### config.mk
export PLATFORM = sky130hd
export DESIGN_NAME = gcb_ram
export DESIGN_NICKNAME = d
export VERILOG_FILES = /design/src/hdl/grid_city_block_distance_bands_unit_macros.svh /design/src/hdl/gcb_ram.sv
export SDC_FILE = /design/constraint.sdc
export NUM_CORES = 2
export LEC_CHECK = 0
export BUFFER_PORTS_ARGS = -buffer_cell sky130_fd_sc_hd__buf_2
export CAP_MARGIN = 10
export CELL_PAD_IN_SITES_DETAIL_PLACEMENT = 1
export CELL_PAD_IN_SITES_GLOBAL_PLACEMENT = 2
export CORE_MARGIN = 2
export CORE_UTILIZATION = 45
export DETAILED_ROUTE_END_ITERATION = 7
export GPL_ROUTABILITY_DRIVEN = 0
export MAX_ROUTING_LAYER = met4
export PLACE_DENSITY = 0.81
export SLEW_MARGIN = 20
export SYNTH_ARGS = -nofsm -noshare
export SYNTH_HDL_FRONTEND = slang
export SYNTH_SLANG_ARGS = --single-unit
### constraint.sdc
create_clock -name clk -period 2.32 [get_ports clk]
set_input_delay 0.348 -clock clk [delete_from_list [all_inputs] [get_ports clk]]
set_output_delay 0.348 -clock clk [all_outputs]
set_load 0.05 [all_outputs]
### src/hdl/grid_city_block_distance_bands_unit_macros.svh
// Assertion macros for the grid city-block distance band unit.
// Included by the RTL files that carry concurrent assertions; expects clk and rst_n in scope.
`ifndef GRID_CITY_BLOCK_DISTANCE_BANDS_UNIT_MACROS_SVH
`define GRID_CITY_BLOCK_DISTANCE_BANDS_UNIT_MACROS_SVH

// same-cycle implication
`define GCB_ASSERT_NOW(name, ante, cons) \
    name: assert property (@(posedge clk) disable iff (!rst_n) (ante) |-> (cons)) \
        else $error("gcb assertion failed");

// next-cycle implication
`define GCB_ASSERT_NEXT(name, ante, cons) \
    name: assert property (@(posedge clk) disable iff (!rst_n) (ante) |=> (cons)) \
        else $error("gcb assertion failed");

`endif

### src/hdl/gcb_ram.sv
// Generic simple dual-port RAM: one write port, one read port with registered read data.
// No dependencies.
`default_nettype none

module gcb_ram #(
    parameter int WIDTH = 8,
    parameter int DEPTH = 256
) (
    input  wire logic                     clk,
    input  wire logic                     we,
    input  wire logic [$clog2(DEPTH)-1:0] waddr,
    input  wire logic [WIDTH-1:0]         wdata,
    input  wire logic                     re,
    input  wire logic [$clog2(DEPTH)-1:0] raddr,
    output logic      [WIDTH-1:0]         rdata
);

    logic [WIDTH-1:0] mem [DEPTH];
    logic [WIDTH-1:0] rdata_reg;

    always_ff @(posedge clk)
    begin
        if (we)
        begin
            mem[waddr] <= wdata;
        end
        if (re)
        begin
            rdata_reg <= mem[raddr];
        end
    end

    assign rdata = rdata_reg;

endmodule

`default_nettype wire

==> flow_metrics.py <==
metrics = {
    "yosys": {
        "synth_edf_count": 2056,
        "synth-main-ff-cell": "edfxtp_1",
        "avgSynthCellArea_sq_um": 21.33,
        "netlist_area_sq_um": 79640,
        "yosysSeqAreaShare_pct": 77.53,
        "synth.distinct_cells": 54,
        "ys_async_sr_fraction_pct": 0,
        "syn_nets": 3760,
        "ys_ff_latch": 2056,
        "synthCells": 3733,
        "yosys_warnings": 0,
    },
    "timing": {
        "setup_slack_ns": -0.1871,
        "maxSlewViolCount": 0,
        "fin_crit_ns": 2.507,
        "tns_ns": -0.5570,
        "whs_ns": 0.05275,
        "finalCritPeriodShare_pct": 108.1,
        "setup_viol": 6,
        "relSlewSlack_pct": 46.34,
        "rsz0062_at_grt": "yes",
        "worst_pin_slew_ns": 0.7987,
        "fin_skew_ns": 0.03264,
        "hold_viol_final": 0,
        "clock.fmax_mhz": 398.9,
    },
    "worst_setup_path": {
        "required_ns": 2.91,
        "critPathCaptureType": "flip-flop",
        "startpoint_type": "flip-flop",
        "path_class": "flip-flop to flip-flop",
        "path_max_fanout": 1,
        "cp_data_arrival_time_ns": 3.10,
    },
    "final_layout": {
        "stdcell_area_sq_um": 94910,
        "nets": 4520,
        "seqCellArea_sq_um": 61740,
        "nFillCells": 15460,
        "largest_register_ffs": 2048,
        "multi_input_area_sq_um": 16980,
        "final_layout_size_suffix_gt1_share_pct": 34.27,
        "syn_to_final_growth_pct": 19.18,
    },
    "route": {
        "wl_per_cell_microns": 32.24,
        "wirelength_mm": 225.6,
        "vias": 42320,
        "firstDrtPassIters": 5,
        "drc": 0,
        "vias_per_cell": 6.048,
        "drt-initial-drc-count": 5510,
        "ant_nets": 0,
    },
    "clock_network": {
        "insertion_delay_ns": 0.85,
        "cts_max_path_buffers": 3,
        "clk_pin_slew_worst_paths_ns": 0.06,
        "clock-sinks": 2056,
        "cts_tree": "built",
        "cts_root_buffer": "clkbuf_16",
        "post_cts_buffers": 0,
        "cts_inserted_buffers": 199,
        "htreeDepth": 4,
    },
    "power_and_ir_drop": {
        "p_clk_share_pct": 40.9,
        "leakage_uw": 0.03081,
        "seqPwrFrac_pct": 53.1,
        "p_int_uw": 60410,
        "combPwrFrac_pct": 6.0,
        "p_switching_uw": 16890,
        "peakVddDrop_mv": 0.9032,
        "power_density_nw_per_um2": 814.5,
        "p_sw_share_pct": 21.85,
    },
    "die": {
        "rows": 154,
        "io_pins": 35,
        "die_y_microns": 424.7,
        "initial_core_util_pct": 45.27,
        "die_area_sq_um": 180300,
        "fp.dieW_microns": 424.7,
        "fp.coreArea_sq_um": 175900,
    },
    "global_route": {
        "grt_max_degree": 97,
        "grtUsageMet1_pct": 33.83,
        "grt_pass1_wl_mm": 326.1,
        "met2_usage_pct": 41.63,
        "antenna_found_initial": 7,
        "grt_use_met3_pct": 4.242,
        "grt_remaining_overflow": 0,
        "grt_pass1_vias": 44820,
        "grt_busiest_layer": "met2",
        "grt.total_usage_pct": 25.92,
    },
    "job": {
        "maxCapViolCount": 0,
    },
    "run_status": {
        "violations": "setup timing",
        "status": "finished, violations left",
    },
    "place": {
        "dpl_cell_area_sq_um": 88060,
        "io_buffers": 34,
        "place_hpwl_mm": 146.7,
    },
    "worst_hold_path": {
        "hold_path_class": "input port to flip-flop",
    },
}
==> kinds of logic (layout without fill, tap and decap cells) <==
logic type / count (synthesis) / after routing / share of synthesized area (%)
DFF: 2056 / 2056 / 77.53
other: 0 / 6 / 0
AOI/OAI and AO/OA: 385 / 385 / 3.416
muxes: 591 / 591 / 14.60
and+or+nand+nor: 466 / 466 / 2.625
buffers and inverters: 235 / 1153 / 1.829
==> layout make-up <==
type	count	area share (%)
Sequential cell	2056	65.05
Antenna cell	6	0.01582
Clock inverter	118	1.165
Tap cell	2340	3.085
Inverter	2	0.007910
Multi-Input combinational cell	1442	17.89
Clock buffer	241	5.435
Timing Repair Buffer	792	7.350
==> worst max-delay path, cell delays in order (launching register included) <==
cell and delay [ns]:
edfxtp_1 0.38, mux4_2 0.50, nor2b_4 0.15, a211oi_2 0.20
buf_4 0.20, nor3_4 0.07, nor4_4 0.49, buf_4 0.22
nor4_2 0.05
==> power groups by stage <==
stage / clock network [uW] / registers [uW] / logic, uW
3_3_place_gp: 0 / 41800 / 4320
5_1_grt: 33200 / 41000 / 4860
6_report: 31600 / 41000 / 4660
2_1_floorplan: 0 / 41800 / 2010
3_5_place_dp: 0 / 41800 / 4470
4_1_cts: 31900 / 41000 / 4600
==> routing by layer <==
layer / share of wire (%) / vias to the layer above / wire length (microns)
met5: 0 / - / 0
met2: 50 / 2028 / 112400
met1: 39 / 22650 / 88030
met4: 3.5 / 0 / 7983
met3: 7.6 / 426 / 17120
li1: - / 17210 / -
==> cells in the mapped netlist (13+ instances only) <==
library cell	n	area [sq um]
a211oi_1	16	120.1
a21oi_1	96	480.5
a221oi_1	13	113.9
a22oi_1	133	998.5
buf_1	22	82.58
buf_2	31	155.2
buf_4	27	202.7
buf_6	21	236.5
buf_8	13	195.2
clkbuf_1	111	416.7
edfxtp_1	2056	61740
mux2i_1	134	1341
mux4_2	454	10220
nand2_1	33	123.9
nand3_1	34	170.2
nor2_1	282	1059
nor2b_1	31	193.9
nor3_1	22	110.1
nor4_1	24	150.1
o221ai_1	46	402.9
o22ai_1	28	175.2
==> path summary, 6_finish.rpt <==
check	startpoint	end	slack, ns	depth (start not counted)
min	wdata[6]	mem[71][6]	0.05	1
max reg2reg	mem[101][1]	rdata[1]	-0.19	8
max	mem[101][1]	rdata[1]	-0.19	8
min reg2reg	mem[47][6]	rdata[6]	1.23	6
==> layout by cell type, fill, tap and decap left out, types with 12 or more instances in the layout <==
cell type / count
nor3_1: 12
buf_12: 77
o221ai_1: 45
nand2_1: 33
clkbuf_1: 41
a21oi_1: 96
mux4_2: 454
nand3_1: 34
edfxtp_1: 2056
nor2b_1: 21
o22ai_1: 28
clkbuf_16: 200
buf_4: 672
mux2i_1: 134
clkinv_2: 38
nor4_2: 13
bufinv_16: 16
nor2_1: 276
a22oi_1: 128
buf_2: 22
clkinv_1: 44
==> per-stage QoR <==
stage / power (uW) / utilization (%) / worst slack (ns) / cells
floorplan: 43850 / - / -0.01824 / 3733
global placement: 46130 / 50.05 / -1.458 / 6624
finish: 77300 / 53.95 / -0.1871 / 6997
CTS: 77580 / 53.84 / -0.2278 / 6991
detailed placement: 46290 / 50.05 / -1.368 / 6624
global route: 79060 / 53.94 / -0.1935 / 6993
==> timing repair <==
item                                    4_1_cts  5_1_grt
hold buffers                                  8        0
endpoints found under the setup margin        8        8
pin swaps                                    26       19
resized for setup                            55       31
endpoints found under the hold margin       230        0
Power figures use the tool's default switching activity.
