--- config.mk ---
export PLATFORM = sky130hd
export DESIGN_NAME = gcb_scan
export DESIGN_NICKNAME = d
export VERILOG_FILES = /design/src/hdl/grid_city_block_distance_bands_unit_macros.svh /design/src/hdl/gcb_pkg.sv /design/src/hdl/gcb_scan.sv
export SDC_FILE = /design/constraint.sdc
export NUM_CORES = 1
export LEC_CHECK = 0
export ABC_AREA = 1
export ABC_CLOCK_PERIOD_IN_PS = 7500
export BUFFER_PORTS_ARGS = -buffer_cell sky130_fd_sc_hd__buf_4
export CAP_MARGIN = 40
export CORE_MARGIN = 8
export CORE_UTILIZATION = 50
export DETAILED_ROUTE_END_ITERATION = 8
export PLACE_DENSITY_LB_ADDON = 0.08
export RECOVER_POWER = 25
export SLEW_MARGIN = 20
export SYNTH_ARGS = -nofsm -noshare
export SYNTH_HDL_FRONTEND = slang
export SYNTH_SLANG_ARGS = --single-unit
--- constraint.sdc ---
create_clock -name clk -period 7.5 [get_ports clk]
set_input_delay 1.125 -clock clk [delete_from_list [all_inputs] [get_ports clk]]
set_output_delay 1.125 -clock clk [all_outputs]
set_load 0.02 [all_outputs]
--- src/hdl/grid_city_block_distance_bands_unit_macros.svh ---
// Assertion macros for the grid city-block distance band unit.
// Included by the RTL files that carry concurrent assertions; expects clk and rst_n in scope.
`ifndef GRID_CITY_BLOCK_DISTANCE_BANDS_UNIT_MACROS_SVH
`define GRID_CITY_BLOCK_DISTANCE_BANDS_UNIT_MACROS_SVH

// same-cycle implication
`define GCB_ASSERT_NOW(name, ante, cons) \
    name: assert property (@(posedge clk) disable iff (!rst_n) (ante) |-> (cons)) \
        else $error("gcb assertion failed");

// next-cycle implication
`define GCB_ASSERT_NEXT(name, ante, cons) \
    name: assert property (@(posedge clk) disable iff (!rst_n) (ante) |=> (cons)) \
        else $error("gcb assertion failed");

`endif

--- src/hdl/gcb_pkg.sv ---
// Shared constants, types and helper functions of the grid distance band unit.
// No dependencies; used by gcb_scan, grid_city_block_distance_bands_unit and the test bench.
`default_nettype none

package gcb_pkg;

    localparam int MAX_COLS = 256;
    localparam int MAX_ROWS = 256;
    localparam int DEPTH    = MAX_COLS * MAX_ROWS;
    localparam int ADDR_W   = $clog2(DEPTH);

    localparam int COORD_W  = 8;
    localparam int SIZE_W   = 9;
    localparam int THR_W    = 4;
    localparam int DIST_W   = 9;
    localparam int OP_W     = 2;
    localparam int BAND_W   = 2;
    localparam int CFG_IDX_W = 2;
    localparam int CFG_DATA_W = 9;

    localparam logic [DIST_W-1:0] DIST_SAT = {DIST_W{1'b1}};
    localparam logic [SIZE_W-1:0] COLS_LIM = SIZE_W'(MAX_COLS);
    localparam logic [SIZE_W-1:0] ROWS_LIM = SIZE_W'(MAX_ROWS);

    localparam logic [OP_W-1:0] OP_WRITE = 2'd0;
    localparam logic [OP_W-1:0] OP_RUN   = 2'd1;
    localparam logic [OP_W-1:0] OP_READ  = 2'd2;

    localparam logic [BAND_W-1:0] BAND_NONE = 2'd0;
    localparam logic [BAND_W-1:0] BAND_EDGE = 2'd1;
    localparam logic [BAND_W-1:0] BAND_MID  = 2'd2;
    localparam logic [BAND_W-1:0] BAND_DEEP = 2'd3;

    localparam logic [CFG_IDX_W-1:0] CFG_GRID_WIDTH  = 2'd0;
    localparam logic [CFG_IDX_W-1:0] CFG_GRID_HEIGHT = 2'd1;
    localparam logic [CFG_IDX_W-1:0] CFG_EDGE_MAX    = 2'd2;
    localparam logic [CFG_IDX_W-1:0] CFG_MID_MAX     = 2'd3;

    localparam logic [SIZE_W-1:0] RST_GRID_WIDTH  = 9'd256;
    localparam logic [SIZE_W-1:0] RST_GRID_HEIGHT = 9'd256;
    localparam logic [THR_W-1:0]  RST_EDGE_MAX    = 4'd2;
    localparam logic [THR_W-1:0]  RST_MID_MAX     = 4'd5;

    typedef struct packed {
        logic                mask_re;
        logic [ADDR_W-1:0]   mask_raddr;
        logic                dist_re;
        logic [ADDR_W-1:0]   dist_raddr;
        logic                dist_we;
        logic [ADDR_W-1:0]   dist_waddr;
        logic [DIST_W-1:0]   dist_wdata;
    } scan_ram_t;

    function automatic logic [ADDR_W-1:0] pixel_addr(input logic [COORD_W-1:0] r,
                                                     input logic [COORD_W-1:0] c);
        pixel_addr = ADDR_W'(r) * ADDR_W'(MAX_COLS) + ADDR_W'(c);
    endfunction

    function automatic logic [DIST_W-1:0] sat_inc(input logic [DIST_W-1:0] d);
        sat_inc = (d == DIST_SAT) ? DIST_SAT : d + DIST_W'(1);
    endfunction

    function automatic logic [DIST_W-1:0] min_dist(input logic [DIST_W-1:0] a,
                                                   input logic [DIST_W-1:0] b);
        min_dist = (a < b) ? a : b;
    endfunction

endpackage

`default_nettype wire

--- src/hdl/gcb_scan.sv ---
// Two-pass raster scan sequencer for the city-block distance transform.
// Drives the mask and distance memory ports; depends on gcb_pkg.
`default_nettype none

module gcb_scan (
    input  wire logic                          clk,
    input  wire logic                          rst_n,
    input  wire logic                          start,
    input  wire logic                          done_ack,
    input  wire logic [gcb_pkg::SIZE_W-1:0]    w_eff,
    input  wire logic [gcb_pkg::SIZE_W-1:0]    h_eff,
    input  wire logic [gcb_pkg::THR_W-1:0]     mid_max,
    input  wire logic                          mask_rdata,
    input  wire logic [gcb_pkg::DIST_W-1:0]    dist_rdata,
    output gcb_pkg::scan_ram_t                 ram,
    output logic                               busy,
    output logic                               done
);

    typedef enum logic [7:0] {
        S_IDLE = 8'b0000_0001,
        S_FRD  = 8'b0000_0010,
        S_FWR  = 8'b0000_0100,
        S_BRD0 = 8'b0000_1000,
        S_BRD1 = 8'b0001_0000,
        S_BWR  = 8'b0010_0000,
        S_FILL = 8'b0100_0000,
        S_DONE = 8'b1000_0000
    } scan_state_t;

    scan_state_t                    state_reg, state_next;
    logic [gcb_pkg::COORD_W-1:0]    x_reg, x_next;
    logic [gcb_pkg::COORD_W-1:0]    y_reg, y_next;
    logic                           any_clear_reg, any_clear_next;
    logic [gcb_pkg::DIST_W-1:0]     side_reg, side_next;
    logic [gcb_pkg::DIST_W-1:0]     cur_reg, cur_next;

    logic                           x_last, y_last, has_rt, has_dn;
    logic [gcb_pkg::COORD_W-1:0]    x_max, y_max;
    logic [gcb_pkg::DIST_W-1:0]     fwd_d, bwd_d, fill_d;

    assign x_last = (gcb_pkg::SIZE_W'(x_reg) + gcb_pkg::SIZE_W'(1)) == w_eff;
    assign y_last = (gcb_pkg::SIZE_W'(y_reg) + gcb_pkg::SIZE_W'(1)) == h_eff;
    assign has_rt = (gcb_pkg::SIZE_W'(x_reg) + gcb_pkg::SIZE_W'(1)) < w_eff;
    assign has_dn = (gcb_pkg::SIZE_W'(y_reg) + gcb_pkg::SIZE_W'(1)) < h_eff;
    assign x_max  = gcb_pkg::COORD_W'(w_eff - gcb_pkg::SIZE_W'(1));
    assign y_max  = gcb_pkg::COORD_W'(h_eff - gcb_pkg::SIZE_W'(1));
    assign fill_d = gcb_pkg::DIST_W'(mid_max) + gcb_pkg::DIST_W'(1);

    always_comb
    begin
        logic [gcb_pkg::DIST_W-1:0] d;
        d = gcb_pkg::DIST_SAT;
        if (y_reg != '0)
        begin
            d = gcb_pkg::min_dist(d, gcb_pkg::sat_inc(dist_rdata));
        end
        if (x_reg != '0)
        begin
            d = gcb_pkg::min_dist(d, gcb_pkg::sat_inc(side_reg));
        end
        fwd_d = mask_rdata ? d : '0;
    end

    always_comb
    begin
        logic [gcb_pkg::DIST_W-1:0] d;
        d = cur_reg;
        if (has_dn)
        begin
            d = gcb_pkg::min_dist(d, gcb_pkg::sat_inc(dist_rdata));
        end
        if (has_rt)
        begin
            d = gcb_pkg::min_dist(d, gcb_pkg::sat_inc(side_reg));
        end
        bwd_d = d;
    end

    always_comb
    begin
        state_next     = state_reg;
        x_next         = x_reg;
        y_next         = y_reg;
        any_clear_next = any_clear_reg;
        side_next      = side_reg;
        cur_next       = cur_reg;
        ram            = '0;
        done           = 1'b0;

        unique case (state_reg)
            S_IDLE:
            begin
                if (start)
                begin
                    x_next = '0;
                    y_next = '0;
                    if (w_eff == '0 || h_eff == '0)
                    begin
                        state_next = S_DONE;
                    end
                    else
                    begin
                        any_clear_next = 1'b0;
                        state_next     = S_FRD;
                    end
                end
            end
            S_FRD:
            begin
                ram.mask_re    = 1'b1;
                ram.mask_raddr = gcb_pkg::pixel_addr(y_reg, x_reg);
                ram.dist_re    = (y_reg != '0);
                ram.dist_raddr = gcb_pkg::pixel_addr(y_reg - gcb_pkg::COORD_W'(1), x_reg);
                state_next     = S_FWR;
            end
            S_FWR:
            begin
                ram.dist_we    = 1'b1;
                ram.dist_waddr = gcb_pkg::pixel_addr(y_reg, x_reg);
                ram.dist_wdata = fwd_d;
                side_next      = fwd_d;
                any_clear_next = any_clear_reg | ~mask_rdata;
                state_next     = S_FRD;
                if (!x_last)
                begin
                    x_next = x_reg + gcb_pkg::COORD_W'(1);
                end
                else if (!y_last)
                begin
                    x_next = '0;
                    y_next = y_reg + gcb_pkg::COORD_W'(1);
                end
                else if (any_clear_reg || !mask_rdata)
                begin
                    x_next     = x_max;
                    y_next     = y_max;
                    state_next = S_BRD0;
                end
                else
                begin
                    x_next     = '0;
                    y_next     = '0;
                    state_next = S_FILL;
                end
            end
            S_BRD0:
            begin
                ram.dist_re    = 1'b1;
                ram.dist_raddr = gcb_pkg::pixel_addr(y_reg, x_reg);
                state_next     = S_BRD1;
            end
            S_BRD1:
            begin
                cur_next       = dist_rdata;
                ram.dist_re    = has_dn;
                ram.dist_raddr = gcb_pkg::pixel_addr(y_reg + gcb_pkg::COORD_W'(1), x_reg);
                state_next     = S_BWR;
            end
            S_BWR:
            begin
                ram.dist_we    = 1'b1;
                ram.dist_waddr = gcb_pkg::pixel_addr(y_reg, x_reg);
                ram.dist_wdata = bwd_d;
                side_next      = bwd_d;
                state_next     = S_BRD0;
                if (x_reg != '0)
                begin
                    x_next = x_reg - gcb_pkg::COORD_W'(1);
                end
                else if (y_reg != '0)
                begin
                    x_next = x_max;
                    y_next = y_reg - gcb_pkg::COORD_W'(1);
                end
                else
                begin
                    state_next = S_DONE;
                end
            end
            S_FILL:
            begin
                ram.dist_we    = 1'b1;
                ram.dist_waddr = gcb_pkg::pixel_addr(y_reg, x_reg);
                ram.dist_wdata = fill_d;
                if (!x_last)
                begin
                    x_next = x_reg + gcb_pkg::COORD_W'(1);
                end
                else if (!y_last)
                begin
                    x_next = '0;
                    y_next = y_reg + gcb_pkg::COORD_W'(1);
                end
                else
                begin
                    state_next = S_DONE;
                end
            end
            S_DONE:
            begin
                if (done_ack)
                begin
                    done       = 1'b1;
                    state_next = S_IDLE;
                end
            end
            default:
            begin
                state_next = S_IDLE;
            end
        endcase
    end

    assign busy = (state_reg != S_IDLE);

    always_ff @(posedge clk or negedge rst_n)
    begin
        if (!rst_n)
        begin
            state_reg     <= S_IDLE;
            any_clear_reg <= 1'b0;
        end
        else
        begin
            state_reg     <= state_next;
            any_clear_reg <= any_clear_next;
        end
    end

    always_ff @(posedge clk)
    begin
        x_reg    <= x_next;
        y_reg    <= y_next;
        side_reg <= side_next;
        cur_reg  <= cur_next;
    end

endmodule

`default_nettype wire

==> flow_summary_export.csv, run 1 <==
group,metric,value,unit
route,num_vias,5449,
synth,yosys_warnings,0,
timing,finalCritPeriodShare,86.6,%
min_path,hold_path_depth,2,
global_route,grt_pass1_wl,25900,um
cells_and_area,fillers,982,
synth,avgSynthCellArea,7.11,um^2
setup_path,worstPathMaxFanout,10,
cells_and_area,multiInputGateArea,0.00352,mm^2
timing,setup_viol,0,
cells_and_area,final_util,60.7,%
clock_network,postCtsSetupBuffers,0,
setup_path,end_kind,"primary output",
route,drcViolationCount,0,
pwr,seqPwrFrac,25.0,%
pwr,power_frac_clock,12.0,%
clock_network,cts.sinks,43,
route,wl_per_cell,16.0,um
clock_network,cts_resized,0,
setup_path,r2r_cells,27,
clock_network,clk_latency,0.30,ns
global_route,grt_max_degree,20,
floorplan,initial_core_util,51.7,%
cells_and_area,antennaDiodeCount,0,
global_route,grt_pass1_vias,5273,
clock_network,clk_pin_slew_worst_paths,0.09,ns
route,first_iter_violations,498,
place,gp_congestion,0.912,
place,portBuffers,97,
setup_path,worstPathRequired,6.38,ns
cells_and_area,drive_above_1_share,20.9,%
clock_network,cts_tree,"built",
floorplan,coreArea,0.0103,mm^2
setup_path,critPathBufInv,4,
timing,rsz0062_at_grt,"no",
cells_and_area,nNetsFinal,935,
synth,synth-edff-count,34,
global_route,track_usage,21.8,%
timing,finalHoldViolCount,0,
global_route,overflow,0,
job,drv_cap,0,
pwr,p_leak,3.12,nW
timing,relSlewSlack,39.4,%
timing,fin_tns_setup,0,ns
route,viasPerCell,5.54,
timing,tightest_slew,0.906,ns
setup_path,crit_slowest_cell,"a21boi_1",
route,drt-pass1-iter-count,5,
pwr,power.internal,0.000797,W
pwr,ir_drop,0.151,mV
timing,finalMaxSlewViolations,0,
clock_network,h-tree-depth,2,
pwr,p_sw_share,51.4,%
timing,finClkSkew,0.00869,ns
setup_path,slowest_delay,0.41,ns
timing,final.min_clock_period,6.50,ns
synth,synthFlopType,"edfxtp_1",
synth,netlist-cell-type-count,54,
place,place_hpwl,13100,um
status,outcome,"finished, final reports clean",
cells_and_area,seq_area,0.00125,mm^2
synth,yosys_register_bits,43,
pwr,power_frac_comb,63.0,%
route,ant_nets,0,
synth,syn_inst,750,
synth,async_flop_share,20.9,%
timing,max_freq,0.154,GHz
min_path,min_path_type,"register to register",
floorplan,core.rowCount,37,
synth,netlist_area,0.00533,mm^2
setup_path,cp.depth,30,
floorplan,die_h,119,um
setup_path,start_kind,"primary input",
clock_network,cts_buffers,5,
cells_and_area,syn2layout_area_growth,17.5,%
floorplan,fp.dieW,119,um
global_route,antenna_found_initial,1,
pwr,switchingPower,0.000843,W
setup_path,cp_data_arrival_time,5.37,ns
floorplan,num_io_pins,98,
pwr,powerDensity,262,mW/mm^2
clock_network,root_buffer,"clkbuf_8",
synth,seq_area_frac_synth,23.4,%
setup_path,critPathTopFamily,"simple AND/OR/NAND/NOR gates",
setup_path,critPathKind,"primary input to primary output",
synth,syn-num-nets,838,
clock_network,hold_buffers,0,
floorplan,die-area,0.0142,mm^2
clock_network,clk_path_buf_depth,2,
route,wl,15700,um
[cell usage in the layout (no fill, tap or decap), drive strengths merged, types with 8 or more instances in the layout]
master / count
nand2: 141
or2: 13
a21oi: 20
inv: 133
nand4: 31
clkbuf: 17
edfxtp: 34
nor2: 111
nand3: 59
xor2: 31
ha: 52
buf: 89
o21ai: 31
dfrtp: 8
nor3: 19
o221ai: 18
[cell usage after synthesis, types with 2 or more instances]
master / count / area share [%]
buf_2: 5 / 0.47
nand3_1: 48 / 4.5
and2_1: 3 / 0.35
nor2_4: 4 / 0.84
nand2_2: 16 / 1.9
o21ai_0: 17 / 1.6
nor2_2: 6 / 0.70
nor4_1: 5 / 0.59
edfxtp_1: 34 / 19
xnor2_1: 6 / 0.99
clkbuf_1: 4 / 0.28
o21ai_1: 13 / 1.2
nand2_8: 3 / 1.1
xor2_1: 31 / 5.1
inv_1: 109 / 7.7
nand2_1: 117 / 8.2
nand2_4: 5 / 1.1
o211ai_1: 5 / 0.70
a21oi_1: 20 / 1.9
nor3_1: 17 / 1.6
or2_2: 4 / 0.47
o221ai_1: 14 / 2.3
nand3_2: 10 / 1.9
ha_1: 52 / 12
or2_1: 9 / 1.1
o21a_1: 2 / 0.28
nor2_1: 101 / 7.1
o221ai_2: 4 / 1.1
a31oi_1: 2 / 0.23
inv_2: 24 / 1.7
nand4_2: 2 / 0.47
dfrtp_1: 8 / 3.8
nand4_1: 29 / 3.4
[power by group through the flow]
stage | logic (W) | registers (W) | clock network, W
3_3_place_gp | 0.00100 | 0.000412 | 0
3_5_place_dp | 0.00103 | 0.000413 | 0
6_report | 0.00103 | 0.000411 | 0.000197
4_1_cts | 0.00103 | 0.000409 | 0.000202
2_1_floorplan | 0.000722 | 0.000399 | 0
5_1_grt | 0.00115 | 0.000420 | 0.000210
[metal layers]
| metal | GRT usage, % | wire, um |
|---|---|---|
| met1 | 29.4 | 7300 |
| met4 | 4.51 | 160 |
| met5 | 0 | 0 |
| met3 | 3.73 | 1070 |
| met2 | 35.7 | 7210 |
[worst paths after layout]
kind / start / endpoint / slack (ns)
max in group asynchronous: rst_n / state_reg[0] / 6.40
min reg2reg: any_clear_reg / any_clear_reg / 0.53
max: dist_rdata[0] / ram[1] / 1.00
min: any_clear_reg / any_clear_reg / 0.53
min in group asynchronous: rst_n / state_reg[7] / 0.75
max reg2reg: y_reg[0] / side_reg[5] / 2.54
[worst register-to-register path: cells and delay by family (launching register included)]
| family | cells | cell delay, ns |
|---|---|---|
| XOR/XNOR | 1 | 0.25 |
| AND/OR/NAND/NOR | 16 | 2.14 |
| AO/OA/AOI/OAI | 4 | 0.82 |
| flip-flops | 1 | 0.42 |
| buffers and inverters | 4 | 0.48 |
| adder cells (fa/ha/maj) | 2 | 0.61 |
[cells by family (layout without fill, tap and decap cells)]
| group | Yosys count | in the layout | synth area share, % |
|---|---|---|---|
| AO/OA/AOI/OAI | 88 | 88 | 11.0 |
| buffers and inverters | 144 | 242 | 10.3 |
| AND/OR/NAND/NOR | 386 | 386 | 37.0 |
| XOR/XNOR | 37 | 37 | 6.08 |
| adder cells (fa/ha/maj) | 52 | 52 | 12.2 |
| flip-flops | 43 | 43 | 23.4 |
[through the flow]
| stage | power, W | cell area, um^2 | std cells | setup slack, ns | hold WS, ns |
|---|---|---|---|---|---|
| final | 0.00164 | 6270 | 984 | 1.00 | 0.531 |
| after global routing | 0.00178 | 6270 | 984 | 0.590 | 0.566 |
| after CTS | 0.00164 | 6330 | 984 | 1.16 | 0.523 |
| after detailed placement | 0.00144 | 6210 | 976 | 1.17 | 0.502 |
| after global placement | 0.00141 | 6210 | 976 | 1.34 | 0.487 |
| after floorplan | 0.00112 | 5330 | 750 | 1.80 | 0.469 |
[final cells by class]
cell class / count / area share [%]
timing repair buffer: 100 / 11.3
inverter: 134 / 8.02
sequential: 43 / 19.9
clock inverter: 2 / 0.619
multi-input combinational: 563 / 56.1
tap: 136 / 2.71
clock buffer: 6 / 1.32
No activity file was read; power rests on OpenSTA's default activity.
==> run 2, diff against run 1 <==
--- a/config.mk
+++ b/config.mk
@@ -10,7 +10,7 @@
 export BUFFER_PORTS_ARGS = -buffer_cell sky130_fd_sc_hd__buf_4
 export CAP_MARGIN = 40
 export CORE_MARGIN = 8
-export CORE_UTILIZATION = 50
+export CORE_UTILIZATION = 62
 export DETAILED_ROUTE_END_ITERATION = 8
 export PLACE_DENSITY_LB_ADDON = 0.08
 export RECOVER_POWER = 25
==> run 2 against run 1 <==
Compared with the run above:
- routed wire length fell by 1.5%
- utilization grew 12 points
- power down 0.91%
- highest routed layer unchanged
==> flow_summary_export.csv, run 2 (synthesis results as in run 1) <==
group,metric,value,unit
timing,relSlewSlack,22.8,%
global_route,grt_max_degree,20,
route,ant_nets,0,
cells_and_area,drive_above_1_share,21.0,%
timing,final.min_clock_period,6.50,ns
setup_path,start_kind,"primary input",
timing,finClkSkew,0.0127,ns
place,place_hpwl,12600,um
setup_path,slowest_delay,0.39,ns
clock_network,h-tree-depth,2,
clock_network,cts_tree,"built",
pwr,powerDensity,261,mW/mm^2
pwr,power.internal,0.000774,W
min_path,min-delay-start,"any_clear_reg",
timing,holdWs,0.514,ns
clock_network,root_buffer,"clkbuf_8",
global_route,grt_pass1_vias,5247,
timing,max_freq,0.154,GHz
setup_path,worstPathMaxFanout,10,
min_path,min_path_type,"register to register",
place,numPlacedInstances,947,
floorplan,fp.dieW,109,um
job,drv_cap,0,
pwr,power_frac_clock,10.5,%
global_route,track_usage,25.8,%
global_route,grt_use_met1,34.5,%
pwr,seqPwrFrac,25.5,%
clock_network,clk_path_buf_depth,2,
global_route,antenna_found_initial,0,
route,wl,15500,um
cells_and_area,nNetsFinal,935,
timing,finalHoldViolCount,0,
setup_path,crit_slowest_cell,"a21boi_1",
global_route,grt-busiest-layer,"met2",
global_route,overflow,0,
clock_network,clk_latency,0.31,ns
route,wl_per_cell,16.2,um
setup_path,rr_startpoint,"y_reg[0]",
pwr,ir_drop,0.174,mV
floorplan,coreArea,0.00855,mm^2
clock_network,clk_pin_slew_worst_paths,0.10,ns
pwr,switchingPower,0.000851,W
setup_path,cp_data_arrival_time,5.38,ns
route,num_vias,5571,
pwr,p_sw_share,52.4,%
cells_and_area,layout_common_cells,"118 x nand2_1, 110 x inv_1, 102 x nor2_1",
cells_and_area,instances_no_fill,956,
global_route,gr-usage-met2,42.5,%
cells_and_area,final_common_cell,"nand2_1",
cells_and_area,antennaDiodeCount,0,
route,viasPerCell,5.83,
route,first_iter_violations,426,
floorplan,num_io_pins,98,
setup_path,rrSetupSlack,2.38,ns
timing,fin_tns_setup,0,ns
cells_and_area,fillers,712,
setup_path,reg2reg_to,"side_reg[5]",
setup_path,worstPathRequired,6.38,ns
timing,tightest_slew,1.15,ns
cells_and_area,syn2layout_area_growth,16.6,%
floorplan,die_h,109,um
place,gp_congestion,0.943,
route,drt-pass1-iter-count,5,
global_route,globalRouteMet3Util,3.72,%
place,portBuffers,97,
clock_network,postCtsSetupBuffers,0,
min_path,hold_path_depth,2,
setup_path,critPathKind,"primary input to primary output",
timing,finalCritPeriodShare,86.7,%
status,outcome,"finished, final reports clean",
pwr,p_leak,3.12,nW
timing,rsz0062_at_grt,"no",
floorplan,core.rowCount,34,
clock_network,hold_buffers,0,
clock_network,cts_buffers,5,
route,drcViolationCount,0,
global_route,grt_pass1_wl,24900,um
setup_path,r2r_cells,27,
timing,setup_viol,0,
clock_network,cts_resized,0,
floorplan,initial_core_util,62.4,%
clock_network,cts.sinks,43,
pwr,power_frac_comb,63.9,%
floorplan,die-area,0.0118,mm^2
timing,finalMaxSlewViolations,0,
setup_path,end_kind,"primary output",
min_path,worstHoldEndpoint,"any_clear_reg",
## run 2: changes by cell type in the layout (fill, tap and decap cells not counted), sizes merged
cell      previous run  this run
bufinv               1         0
clkinvlp             0         1
inv                133       132
buf                 89        90
## run 2: final cells by class
type | count | area, um^2 | area share, %
Clock buffer | 7 | 96.3 | 1.55
Clock inverter | 1 | 7.51 | 0.121
Inverter | 134 | 503 | 8.09
Multi-Input combinational cell | 563 | 3520 | 56.6
Sequential cell | 43 | 1250 | 20.1
Tap cell | 108 | 135 | 2.17
Timing Repair Buffer | 100 | 713 | 11.5
## run 2: critical path: cells and delay by family
family | cells | cell delay, ns
AOI/OAI and AO/OA | 6 | 1.10
adders and majority gates | 3 | 0.84
buffers and inverters | 4 | 0.51
and+or+nand+nor | 17 | 1.81
## run 2: how the worst max path moves through the flow
stage,cells past startpoint,end,startpoint,slack (ns)
finish,30,ram[4],dist_rdata[0],1.0
global route,30,ram[1],dist_rdata[0],0.65
CTS,28,ram[4],y_reg[0],1.13
detailed placement,31,ram[4],dist_rdata[0],1.18
global placement,29,ram[2],dist_rdata[0],1.34
floorplan,28,ram[1],dist_rdata[0],1.80
## run 2: power by group through the flow
stage | combinational [W] | clock [W] | sequential, W
after floorplan | 0.000722 | 0 | 0.000399
after global placement | 0.000988 | 0 | 0.000412
after global routing | 0.00114 | 0.000180 | 0.000423
final | 0.00104 | 0.000171 | 0.000415
after detailed placement | 0.00102 | 0 | 0.000417
after CTS | 0.00103 | 0.000173 | 0.000412
## run 2: metal layers
layer	share of wire [%]	routed length (um)
met5	0	0
met4	1.2	187
met3	8.4	1300
met2	48	7370
met1	43	6650
## run 2: per-stage QoR
step	instance area (um^2)	utilization, %	power (W)	worst slack, ns
5_1_grt	6220	72.8	0.00174	0.654
2_1_floorplan	5330	-	0.00112	1.80
6_report	6220	72.8	0.00163	0.995
3_3_place_gp	6160	72.1	0.00140	1.34
3_5_place_dp	6170	72.1	0.00144	1.18
4_1_cts	6270	73.3	0.00161	1.13
